### config.mk
export PLATFORM = sky130hd
export DESIGN_NAME = rmgr_cell
export DESIGN_NICKNAME = d
export VERILOG_FILES = /design/src/rtl/core/rmgr_pkg.sv /design/src/rtl/core/rmgr_cell.sv
export SDC_FILE = /design/constraint.sdc
export NUM_CORES = 1
export LEC_CHECK = 0
export BUFFER_PORTS_ARGS = -buffer_cell sky130_fd_sc_hd__buf_2
export CORE_MARGIN = 3
export CORE_UTILIZATION = 55
export DETAILED_ROUTE_END_ITERATION = 16
export HOLD_SLACK_MARGIN = 0.05
export PLACE_DENSITY = 0.81
export SYNTH_ARGS = -nofsm -noshare
export SYNTH_HDL_FRONTEND = slang
export SYNTH_SLANG_ARGS = --single-unit
### constraint.sdc
create_clock -name clock -period 12.9 [get_ports clock]
set_input_delay 0 -clock clock [delete_from_list [all_inputs] [get_ports clock]]
set_output_delay 0 -clock clock [all_outputs]
set_load 0.1 [all_outputs]
### src/rtl/core/rmgr_pkg.sv
package rmgr_pkg;

   // Fixed field widths of the channels
   localparam int FIELD_BITS = 32;
   localparam int COUNT_BITS = 7;
   localparam int GAP_BITS   = 32;

   // Token that walks down the cell chain for one stored number
   typedef struct packed {
      logic                active;
      logic [GAP_BITS-1:0] gap;
   } rmgr_tok_type;

endpackage

### src/rtl/core/rmgr_cell.sv
module rmgr_cell import rmgr_pkg::*; #(
   parameter int CELL_INDEX = 0,
   parameter int VALUE_BITS = 32
) (
   input  logic                  clock,
   input  logic                  reset,
   input  logic [COUNT_BITS-1:0] count_i,
   input  logic                  wr_en_i,
   input  logic [VALUE_BITS-1:0] wr_value_i,
   input  logic [VALUE_BITS-1:0] probe_i,
   input  rmgr_tok_type          tok_i,
   output rmgr_tok_type          tok_o
);

   logic [VALUE_BITS-1:0] value_ff;
   logic                  live;
   logic signed [VALUE_BITS:0] diff;
   logic [VALUE_BITS:0]   mag;
   logic [GAP_BITS-1:0]   gap_val;
   rmgr_tok_type          tok_ff;
   rmgr_tok_type          tok_in;

   // Cell holds an entry once the count has passed its slot
   assign live = int'(count_i) > CELL_INDEX;

   // Distance between the probe and the held entry
   always_comb begin
      diff = $signed({probe_i[VALUE_BITS-1], probe_i})
           - $signed({value_ff[VALUE_BITS-1], value_ff});
      mag     = diff[VALUE_BITS] ? $unsigned(-diff) : $unsigned(diff);
      gap_val = GAP_BITS'(mag[VALUE_BITS-1:0]);
   end

   // Fold the distance into the passing token
   always_comb begin
      tok_in = tok_i;
      if (tok_i.active && live && (gap_val < tok_i.gap)) begin
         tok_in.gap = gap_val;
      end
   end

   always_ff @(posedge clock) begin
      if (reset) begin
         tok_ff.active <= 1'b0;
      end else begin
         tok_ff.active <= tok_in.active;
      end
      tok_ff.gap <= tok_in.gap;
   end

   // Store slot is written when the count points at it
   always_ff @(posedge clock) begin
      if (wr_en_i && (int'(count_i) == CELL_INDEX)) begin
         value_ff <= wr_value_i;
      end
   end

   assign tok_o = tok_ff;

endmodule

* After elaboration in Yosys (flattened, before gate mapping)
Index checks and enable logic that the tools add are counted.
Word-level totals: flip-flop bits (word level) 65, input port bits 107, output and inout port bits 33
Operators by class: mux-type cells 2, add/sub/neg operators 2, $lt $le $gt $ge 2, reduce and logical (&&, ||, !) cells 4
Operators with widths (number):
- 32-bit two-way mux | 2
- 32-bit by 32-bit subtractor with 33-bit output | 1
- 32-bit < comparator | 1
- 32-bit negation | 1
- 7-bit by 1-bit greater-than comparator with 1-bit output (second input constant) | 1
- 7-bit logical NOT | 1
- 1-bit logical AND | 3

* Depth between registers and ports, before layout
Gate-level depths: netlist (run 1).
depth after elaboration 6, depth in mapped cells 24

* Worst setup path before layout (run 1)
Ideal clock, no wire load.
path type register to register, start point register value_ff[0], end point register tok_ff (netlist bit tok_o[10]), data required time 12779 ps, stages on the path, launching flop included 21, slack 7432 ps, buffers on the path 1, data arrival time 5347 ps, clock period less this slack 5468 ps, cells stage by stage edfxtp_1 -> ha_1 -> fa_1 -> and2b_4 -> o211a_1 -> nor3_1 -> o31ai_1 -> o211ai_1 -> a2111oi_0 -> nand4_1 -> nor4_2 -> mux2i_1 -> xor2_1 -> ha_1 -> and4_1 -> nand3_1 -> nor4_1 -> nand3_1 -> o211ai_1 -> clkbuf_1 -> mux2_2
RTL lines:
- start: declaration | line rmgr_cell.sv:15 | logic [VALUE_BITS-1:0] value_ff;
- start signal: assignment | line rmgr_cell.sv:54 | value_ff <= wr_value_i;
- end: declaration | line rmgr_cell.sv:20 | rmgr_tok_type tok_ff;

==> results of run 1 <==
==> final cells by class <==
cell class              instances  area [um^2]
clock buffers                  11          163
clock inverters                 5         26.3
fillers                       757         2810
inverters                      72          270
multi-input cells             533         4130
flip-flops and latches         65         1620
well taps                     136          170
repair buffers                207         1370
==> worst register-to-register path: cells and delay by family (launching register included) <==
kind | cells | cell delay (ps)
fa+ha+maj | 3 | 910
simple gates | 8 | 2080
xor+xnor | 1 | 90
mux | 2 | 670
compound gates | 5 | 1590
buf+inv | 1 | 430
flops | 1 | 370
==> worst paths after layout <==
path / from / to / slack (ps) / depth (start not counted)
max reg2reg: value_ff[0] / tok_o[27] / 6650 / 20
max: value_ff[0] / tok_o[27] / 6650 / 20
min: probe_i[0] / tok_o[0] / 130 / 4
min reg2reg: value_ff[0] / tok_o[0] / 680 / 2
==> metrics by stage <==
step / hold WS, ps / util / setup WS, ps / area [um^2] / cells
floorplan: 71.6 / - / 7430 / 6120 / 693
global placement: 157 / 0.654 / 7030 / 6900 / 947
detailed placement: 159 / 0.654 / 6750 / 6900 / 947
CTS: 119 / 0.734 / 6700 / 7750 / 1029
global route: 173 / 0.734 / 6310 / 7750 / 1029
finish: 134 / 0.734 / 6650 / 7750 / 1029
==> registers in the layout, indices dropped and copies added (netlist names) <==
signal    flops
tok_o        33
value_ff     32
==> layout by cell type (no fill, tap or decap), types with 26 or more instances in the layout <==
cell type	Yosys	layout
nand2_1	41	41
dlygate4sd3_1	0	66
buf_2	6	139
a21o_1	26	26
edfxtp_1	32	32
xnor2_1	36	36
dfxtp_1	33	33
ha_1	64	64
o21ai_0	37	37
mux2_2	31	31
inv_1	72	72
a21oi_1	34	34
==> kinds of logic (layout without fill, tap and decap cells) <==
| logic type | after synthesis | after routing |
|---|---|---|
| mux | 36 | 36 |
| flops | 65 | 65 |
| fa+ha+maj | 65 | 65 |
| buf+inv | 95 | 295 |
| simple gates | 193 | 193 |
| compound gates | 193 | 193 |
| xor+xnor | 46 | 46 |
==> layer usage <==
| metal | up-vias | part of all wire | track usage | routed length (um) |
|---|---|---|---|---|
| met5 | - | 0 | 0 | 0 |
| met4 | 0 | 0.022 | 0.0876 | 372 |
| met3 | 28 | 0.054 | 0.0440 | 932 |
| met2 | 242 | 0.47 | 0.452 | 7980 |
| met1 | 2782 | 0.46 | 0.352 | 7820 |
| li1 | 2980 | - | - | - |
==> power groups by stage <==
| stage | Sequential (mW) | Combinational (mW) | Clock [mW] |
|---|---|---|---|
| after floorplan | 0.375 | 0.152 | 0 |
| after global placement | 0.243 | 0.348 | 0 |
| after detailed placement | 0.243 | 0.356 | 0 |
| after CTS | 0.239 | 0.375 | 0.171 |
| after global routing | 0.241 | 0.405 | 0.180 |
| final | 0.239 | 0.381 | 0.169 |
==> results.sh, run 1 <==
export IMPL_status="complete, no violations"
export IMPL_root_buffer="clkbuf_8"
export IMPL_crit_fanout=37
export IMPL_cts_buffers=9
export IMPL_synth_seq_cells=65
export IMPL_synth_warning_count=0
export IMPL_syn_num_nets=865
export IMPL_swShare=0.442
export IMPL_worstMarginPinSlew_ps=1120
export IMPL_clock_sinks=65
export IMPL_synth_top_family_by_area="compound AO/OA/AOI/OAI gates"
export IMPL_crit_path_cell_trace="ha_1, fa_1, and2b_4, o211a_1, nor3_1, o31ai_1, o211ai_1, a2111oi_0, nand4_1, nor4_2, mux2i_1, xor2_1, ha_1, and4_1, nand3_1, nor4_1, nand3_1, o211ai_1, buf_4, mux2_2"
export IMPL_synth_top_area_cell="edfxtp_1"
export IMPL_slew_viol_final=0
export IMPL_fin_nets=1060
export IMPL_synth_area_leaders="edfxtp_1 16%, ha_1 13%, dfxtp_1 11%, mux2_2 5.7%, xnor2_1 5.1%"
export IMPL_cts_tree="built"
export IMPL_power_density_nw_per_um2=102
export IMPL_switching_power_mw=0.348
export IMPL_overflow=0
export IMPL_worstSkewPairLatency_ps=360
export IMPL_worstPathArrival_ps=6490
export IMPL_drv_cap=0
export IMPL_clkPwrFrac=0.214
export IMPL_timing_slew_headroom=0.254
export IMPL_cts_resized=0
export IMPL_layout_min_cycle_time_ps=6250
export IMPL_wl_per_cell_um=16.6
export IMPL_seq_area_frac_synth=0.265
export IMPL_cp_required_ps=13140
export IMPL_grt_pass1_wl_um=27800
export IMPL_synth_cell_area_um2=6120
export IMPL_drt_initial_drc_count=415
export IMPL_postCtsSetupBuffers=0
export IMPL_worstSetupPathType="reg -> reg"
export IMPL_synth_area_mux_share=0.0652
export IMPL_p_leak_nw=3.58
export IMPL_synth_edf_count=32
export IMPL_max_freq_mhz=160
export IMPL_dr_pass1_iters=5
export IMPL_routed_via_density=5.86
export IMPL_grt_pass1_vias=5859
export IMPL_cts_hold_buf=66
export IMPL_row_count=37
export IMPL_areaGrowthSynthToFinish_pct=26.5
export IMPL_seq_power_share=0.303
export IMPL_synth_compound_area_frac=0.232
export IMPL_gr_usage_all_layers=0.269
export IMPL_synth_common_cells="72 x inv_1, 64 x ha_1, 41 x nand2_1"
export IMPL_syn_inst=693
export IMPL_syn_area_per_cell_um2=8.84
export IMPL_ys_types=80
export IMPL_cp_top_family="simple AND/OR/NAND/NOR gates"
export IMPL_clk_pin_slew_worst_paths_ps=80
export IMPL_hold_path_class="in -> reg"
export IMPL_endpoint_kind="flip-flop"
export IMPL_die_h_um=112
export IMPL_design_power_total_mw=0.788
export IMPL_ys_async_sr_fraction=0
export IMPL_layout_drive_gt1_share=0.237
export IMPL_cp_slowest_cell="a2111oi_0"
export IMPL_internal_power_mw=0.440
export IMPL_cp_start_kind="flip-flop"
export IMPL_boundaryPins=140
export IMPL_start_util=0.580
export IMPL_cpPeakStageDelay_ps=580
export IMPL_diodes=0
export IMPL_synth_xor_area_frac=0.0658
export IMPL_drc=0
export IMPL_clock_path_buffers=2
export IMPL_rsz0062_at_grt="no"
export IMPL_clock_skew_final_ps=8.68
export IMPL_place_congestion=0.917
export IMPL_wl_um=17100
export IMPL_antenna_found_initial=0
export IMPL_p_comb_frac=0.483
export IMPL_vdd_drop_max_v=0.0000930
export IMPL_synth_top_area_share=0.157
export IMPL_cts_max_level=3
export IMPL_synthSimpleGateAreaFrac=0.175
export IMPL_dp_hpwl_um=12400
export IMPL_antenna_left=0
export IMPL_die_w_um=112
export IMPL_yosysMostFrequentCell="inv_1"
export IMPL_grt_max_degree=38
export IMPL_fin_tns_setup_ps=0
export IMPL_setup_viol=0
export IMPL_cp_buffers_inverters=1
export IMPL_synthAdderAreaFrac=0.134
export IMPL_hold_viol_final=0
export IMPL_synth_ff_type="dfxtp_1"
export IMPL_route_vias_total=6032
export IMPL_io_buffer_count=139
export IMPL_die_area_um2=12400
export IMPL_coreArea_um2=10600
export IMPL_period_share=0.484
Power figures use the tool's default switching activity.
==> inputs of run 2 (changes only) <==
==> constraint.sdc (replaced) <==
create_clock -name clock -period 6.1 [get_ports clock]
set_input_delay 0 -clock clock [delete_from_list [all_inputs] [get_ports clock]]
set_output_delay 0 -clock clock [all_outputs]
set_load 0.1 [all_outputs]
==> results.sh, run 2 (synthesis results as in run 1) <==
export IMPL_clk_pin_slew_worst_paths_ps=80
export IMPL_place_area_um2=6930
export IMPL_areaGrowthSynthToFinish_pct=28.3
export IMPL_layout_min_cycle_time_ps=5830
export IMPL_routed_via_density=5.84
export IMPL_final_cell_mix="139 x buf_2, 72 x inv_1, 66 x dlygate4sd3_1"
export IMPL_drv_cap=0
export IMPL_timing_slew_headroom=0.425
export IMPL_worstPathArrival_ps=6140
export IMPL_hold_viol_final=0
export IMPL_fin_tns_setup_ps=0
export IMPL_gr_usage_all_layers=0.273
export IMPL_dp_cells=950
export IMPL_clock_skew_final_ps=12.9
export IMPL_cts_buffers=9
export IMPL_grt_pass1_wl_um=28200
export IMPL_cp_required_ps=6410
export IMPL_grt_max_degree=33
export IMPL_final_common_cell="buf_2"
export IMPL_cp_start_kind="flip-flop"
export IMPL_coreArea_um2=10600
export IMPL_diodes=0
export IMPL_vdd_drop_max_v=0.000230
export IMPL_slew_viol_final=0
export IMPL_worstMarginPinSlew_ps=856
export IMPL_endpoint_kind="flip-flop"
export IMPL_layout_drive_gt1_share=0.243
export IMPL_period_share=0.955
export IMPL_worstSetupPathType="reg -> reg"
export IMPL_io_buffer_count=139
export IMPL_antenna_found_initial=0
export IMPL_die_area_um2=12400
export IMPL_drt_initial_drc_count=404
export IMPL_root_buffer="clkbuf_8"
export IMPL_dr_pass1_iters=4
export IMPL_max_freq_mhz=172
export IMPL_final_cells=1037
export IMPL_wl_per_cell_um=16.8
export IMPL_overflow=0
export IMPL_place_congestion=0.947
export IMPL_fin_nets=1068
export IMPL_setup_viol=0
export IMPL_fin_util=0.744
export IMPL_wl_um=17400
export IMPL_p_leak_nw=3.64
export IMPL_start_util=0.580
export IMPL_power_density_nw_per_um2=215
export IMPL_hold_path_class="in -> reg"
export IMPL_boundaryPins=140
export IMPL_drc=0
export IMPL_rsz0062_at_grt="no"
export IMPL_cts_max_level=3
export IMPL_grt_pass1_vias=5990
export IMPL_status="complete, no violations"
export IMPL_antenna_left=0
export IMPL_clock_path_buffers=2
export IMPL_dp_hpwl_um=12700
export IMPL_die_w_um=112
export IMPL_cts_tree="built"
export IMPL_crit_fanout=8
export IMPL_die_h_um=112
export IMPL_worstSkewPairLatency_ps=370
export IMPL_route_vias_total=6056
export IMPL_final_area_um2=7860
export IMPL_largest_reg_flops=33
export IMPL_clock_sinks=65
export IMPL_row_count=37
## run 2: cell count changes in the layout (fill, tap and decap cells not counted), sizes merged
cell | previous run | this run
buf | 141 | 149
clkbuf | 11 | 14
clkinv | 4 | 2
inv | 73 | 72
## run 2: area by class of cell
type,instances,area [um^2]
clock buffers,14,184
clock inverters,2,10.0
fillers,766,2700
inverters,72,270
multi-input cells,533,4160
flip-flops and latches,65,1620
well taps,136,170
repair buffers,215,1440
## run 2: report_power, final
part	switching [mW]	total, mW	internal, mW
Sequential	0.0106	0.507	0.496
Combinational	0.554	0.816	0.262
Clock	0.170	0.363	0.194
## run 2: routing by layer
| layer | up-vias | share of wire | GRT usage |
|---|---|---|---|
| li1 | 2989 | - | - |
| met1 | 2831 | 0.45 | 0.355 |
| met2 | 205 | 0.47 | 0.458 |
| met3 | 31 | 0.052 | 0.0457 |
| met4 | 0 | 0.023 | 0.0965 |
| met5 | - | 0 | 0 |
## run 2: stage by stage
stage	total power, mW	setup slack [ps]	hold slack (ps)
floorplan	1.11	632	71.6
finish	1.69	272	127
global route	1.76	11.4	166
CTS	1.67	156	108
detailed placement	1.27	204	161
global placement	1.25	382	157
## run 2: final timing paths
check,start,endpoint,slack [ps],depth (start not counted)
setup / recovery,value_ff[5],tok_o[31],270,22
hold / removal,probe_i[0],tok_o[0],130,4
hold reg to reg,value_ff[0],tok_o[0],680,2
setup reg to reg,value_ff[5],tok_o[31],270,22
## run 2: critical path: stages (launching register included)
cell,delay [ps]
edfxtp_1,320
inv_1,40
ha_1,380
or4_1,610
a2111o_1,420
nand3_1,110
o221ai_2,170
or4_4,600
or3_4,410
o31ai_2,240
xnor2_1,190
ha_1,300
a21o_1,170
a21o_1,160
a21o_1,170
a21o_1,170
a21o_1,170
a21oi_1,170
o211ai_1,170
buf_4,200
a2111oi_1,430
nand2b_1,100
nand4_1,70
## run 2: repair_timing
action	in CTS	in global routing
resized for setup	0	5
hold buffers	66	0
setup endpoints to repair	0	32
endpoints found under the hold margin	65	0
setup buffers	0	5
==> inputs of run 3 (changes only) <==
==> constraint.sdc (replaced) <==
create_clock -name clock -period 6.1 [get_ports clock]
set_input_delay 0.915 -clock clock [delete_from_list [all_inputs] [get_ports clock]]
set_output_delay 0.915 -clock clock [all_outputs]
set_load 0.1 [all_outputs]
==> results.sh, run 3 (synthesis results as in run 1) <==
export IMPL_grt_max_degree=38
export IMPL_vdd_drop_max_v=0.000208
export IMPL_cts_tree="built"
export IMPL_worstSetupPathType="in -> reg"
export IMPL_setup_viol=0
export IMPL_areaGrowthSynthToFinish_pct=26.7
export IMPL_grt_pass1_vias=5930
export IMPL_cp_start_kind="primary input"
export IMPL_crit_top_cell="buf_4"
export IMPL_dr_pass1_iters=5
export IMPL_drt_initial_drc_count=383
export IMPL_hold_path_class="in -> reg"
export IMPL_gr_usage_all_layers=0.269
export IMPL_status="complete, no violations"
export IMPL_die_w_um=112
export IMPL_worstSkewPairLatency_ps=370
export IMPL_crit_path_cell_trace="buf_2, inv_1, ha_2, fa_2, and2b_4, o211a_4, o31ai_4, o211ai_1, a311o_1, xor2_1, or4_4, nor4_4, buf_4, mux2i_2, xor2_1, ha_1, and4_4, nand3_1, nor4_2, nor2_1, o211ai_1, buf_4, buf_4, mux2_2"
export IMPL_period_share=0.975
export IMPL_final_common_cell="buf_2"
export IMPL_worstPathArrival_ps=6210
export IMPL_dp_hpwl_um=13600
export IMPL_routed_via_density=5.95
export IMPL_wl_per_cell_um=17.2
export IMPL_place_ws_ps=-252
export IMPL_coreArea_um2=10600
export IMPL_cts_buffers=9
export IMPL_fin_util=0.735
export IMPL_clock_skew_final_ps=8.98
export IMPL_cp_required_ps=6360
export IMPL_start_util=0.580
export IMPL_cpPeakStageDelay_ps=520
export IMPL_cts_max_level=3
export IMPL_fin_tns_setup_ps=0
export IMPL_max_freq_mhz=168
export IMPL_final_cell_mix="139 x buf_2, 72 x inv_1, 63 x buf_4"
export IMPL_endpoint_kind="flip-flop"
export IMPL_setup_slack_ps=151
export IMPL_die_h_um=112
export IMPL_p_leak_nw=3.65
export IMPL_timing_slew_headroom=0.340
export IMPL_largest_reg_flops=33
export IMPL_hold_viol_final=0
export IMPL_final_cells=1028
export IMPL_crit_fanout=9
export IMPL_layout_drive_gt1_share=0.332
export IMPL_worstMarginPinSlew_ps=982
export IMPL_antenna_left=0
export IMPL_cp_slowest_cell="or4_4"
export IMPL_antenna_found_initial=0
export IMPL_layout_min_cycle_time_ps=5950
export IMPL_clock_path_buffers=2
export IMPL_place_congestion=0.942
export IMPL_io_buffer_count=139
export IMPL_route_vias_total=6114
export IMPL_diodes=0
export IMPL_overflow=0
export IMPL_boundaryPins=140
export IMPL_row_count=37
export IMPL_drc=0
export IMPL_wl_um=17700
export IMPL_power_density_nw_per_um2=218
export IMPL_drv_cap=0
export IMPL_clock_sinks=65
export IMPL_fin_nets=1059
export IMPL_root_buffer="clkbuf_8"
export IMPL_die_area_um2=12400
export IMPL_dp_cells=1003
export IMPL_clk_pin_slew_worst_paths_ps=80
export IMPL_grt_pass1_wl_um=27700
export IMPL_fillCellCount=762
export IMPL_slew_viol_final=0
==> run 3: per-stage QoR <==
| step | hold slack, ps | area (um^2) | total power, mW |
|---|---|---|---|
| 3_5_place_dp | 699 | 7340 | 1.31 |
| 4_1_cts | 679 | 7520 | 1.66 |
| 6_report | 689 | 7760 | 1.69 |
| 2_1_floorplan | 601 | 6120 | 1.11 |
| 5_1_grt | 691 | 7760 | 1.77 |
| 3_3_place_gp | 686 | 7340 | 1.28 |
==> run 3: final timing paths <==
kind / start / end / slack [ps] / cells past startpoint
max: probe_i[0] / tok_o[9] / 150 / 24
max reg2reg: value_ff[0] / tok_o[9] / 500 / 22
min: reset / tok_o[32] / 690 / 2
min reg2reg: value_ff[0] / tok_o[0] / 700 / 2
==> run 3: area by class of cell <==
| class | count | area, um^2 | area share |
|---|---|---|---|
| Tap cell | 136 | 170 | 0.0219 |
| Clock buffer | 11 | 151 | 0.0195 |
| Inverter | 72 | 270 | 0.0348 |
| Multi-Input combinational cell | 533 | 4280 | 0.552 |
| Sequential cell | 65 | 1620 | 0.209 |
| Timing Repair Buffer | 206 | 1240 | 0.159 |
| Clock inverter | 5 | 27.5 | 0.00355 |
==> run 3: what timing repair did <==
action | 4_1_cts | 5_1_grt
resized for setup | 0 | 32
buffers inserted | 0 | 6
hold buffers | 0 | 0
endpoints found under the setup margin | 0 | 32
==> run 3: report_power, final <==
group | switching, mW | internal, mW | total (mW)
Clock | 0.182 | 0.168 | 0.349
Sequential | 0.00889 | 0.496 | 0.505
Combinational | 0.568 | 0.271 | 0.839
Total | 0.758 | 0.935 | 1.69
==> run 3: routing by layer <==
layer	GRT usage	routed length, um	part of all wire	up-vias
met5	0	0	0	-
met4	0.111	534	0.030	0
met3	0.0435	923	0.052	41
met2	0.441	8310	0.47	211
met1	0.354	7930	0.45	2881
li1	-	-	-	2981
==> run 3: critical path, delay by kind of cell <==
| kind | cells | cell delay (ps) |
|---|---|---|
| xor+xnor | 2 | 280 |
| fa+ha+maj | 3 | 720 |
| mux | 2 | 570 |
| compound gates | 5 | 1280 |
| buf+inv | 5 | 730 |
| simple gates | 7 | 1700 |
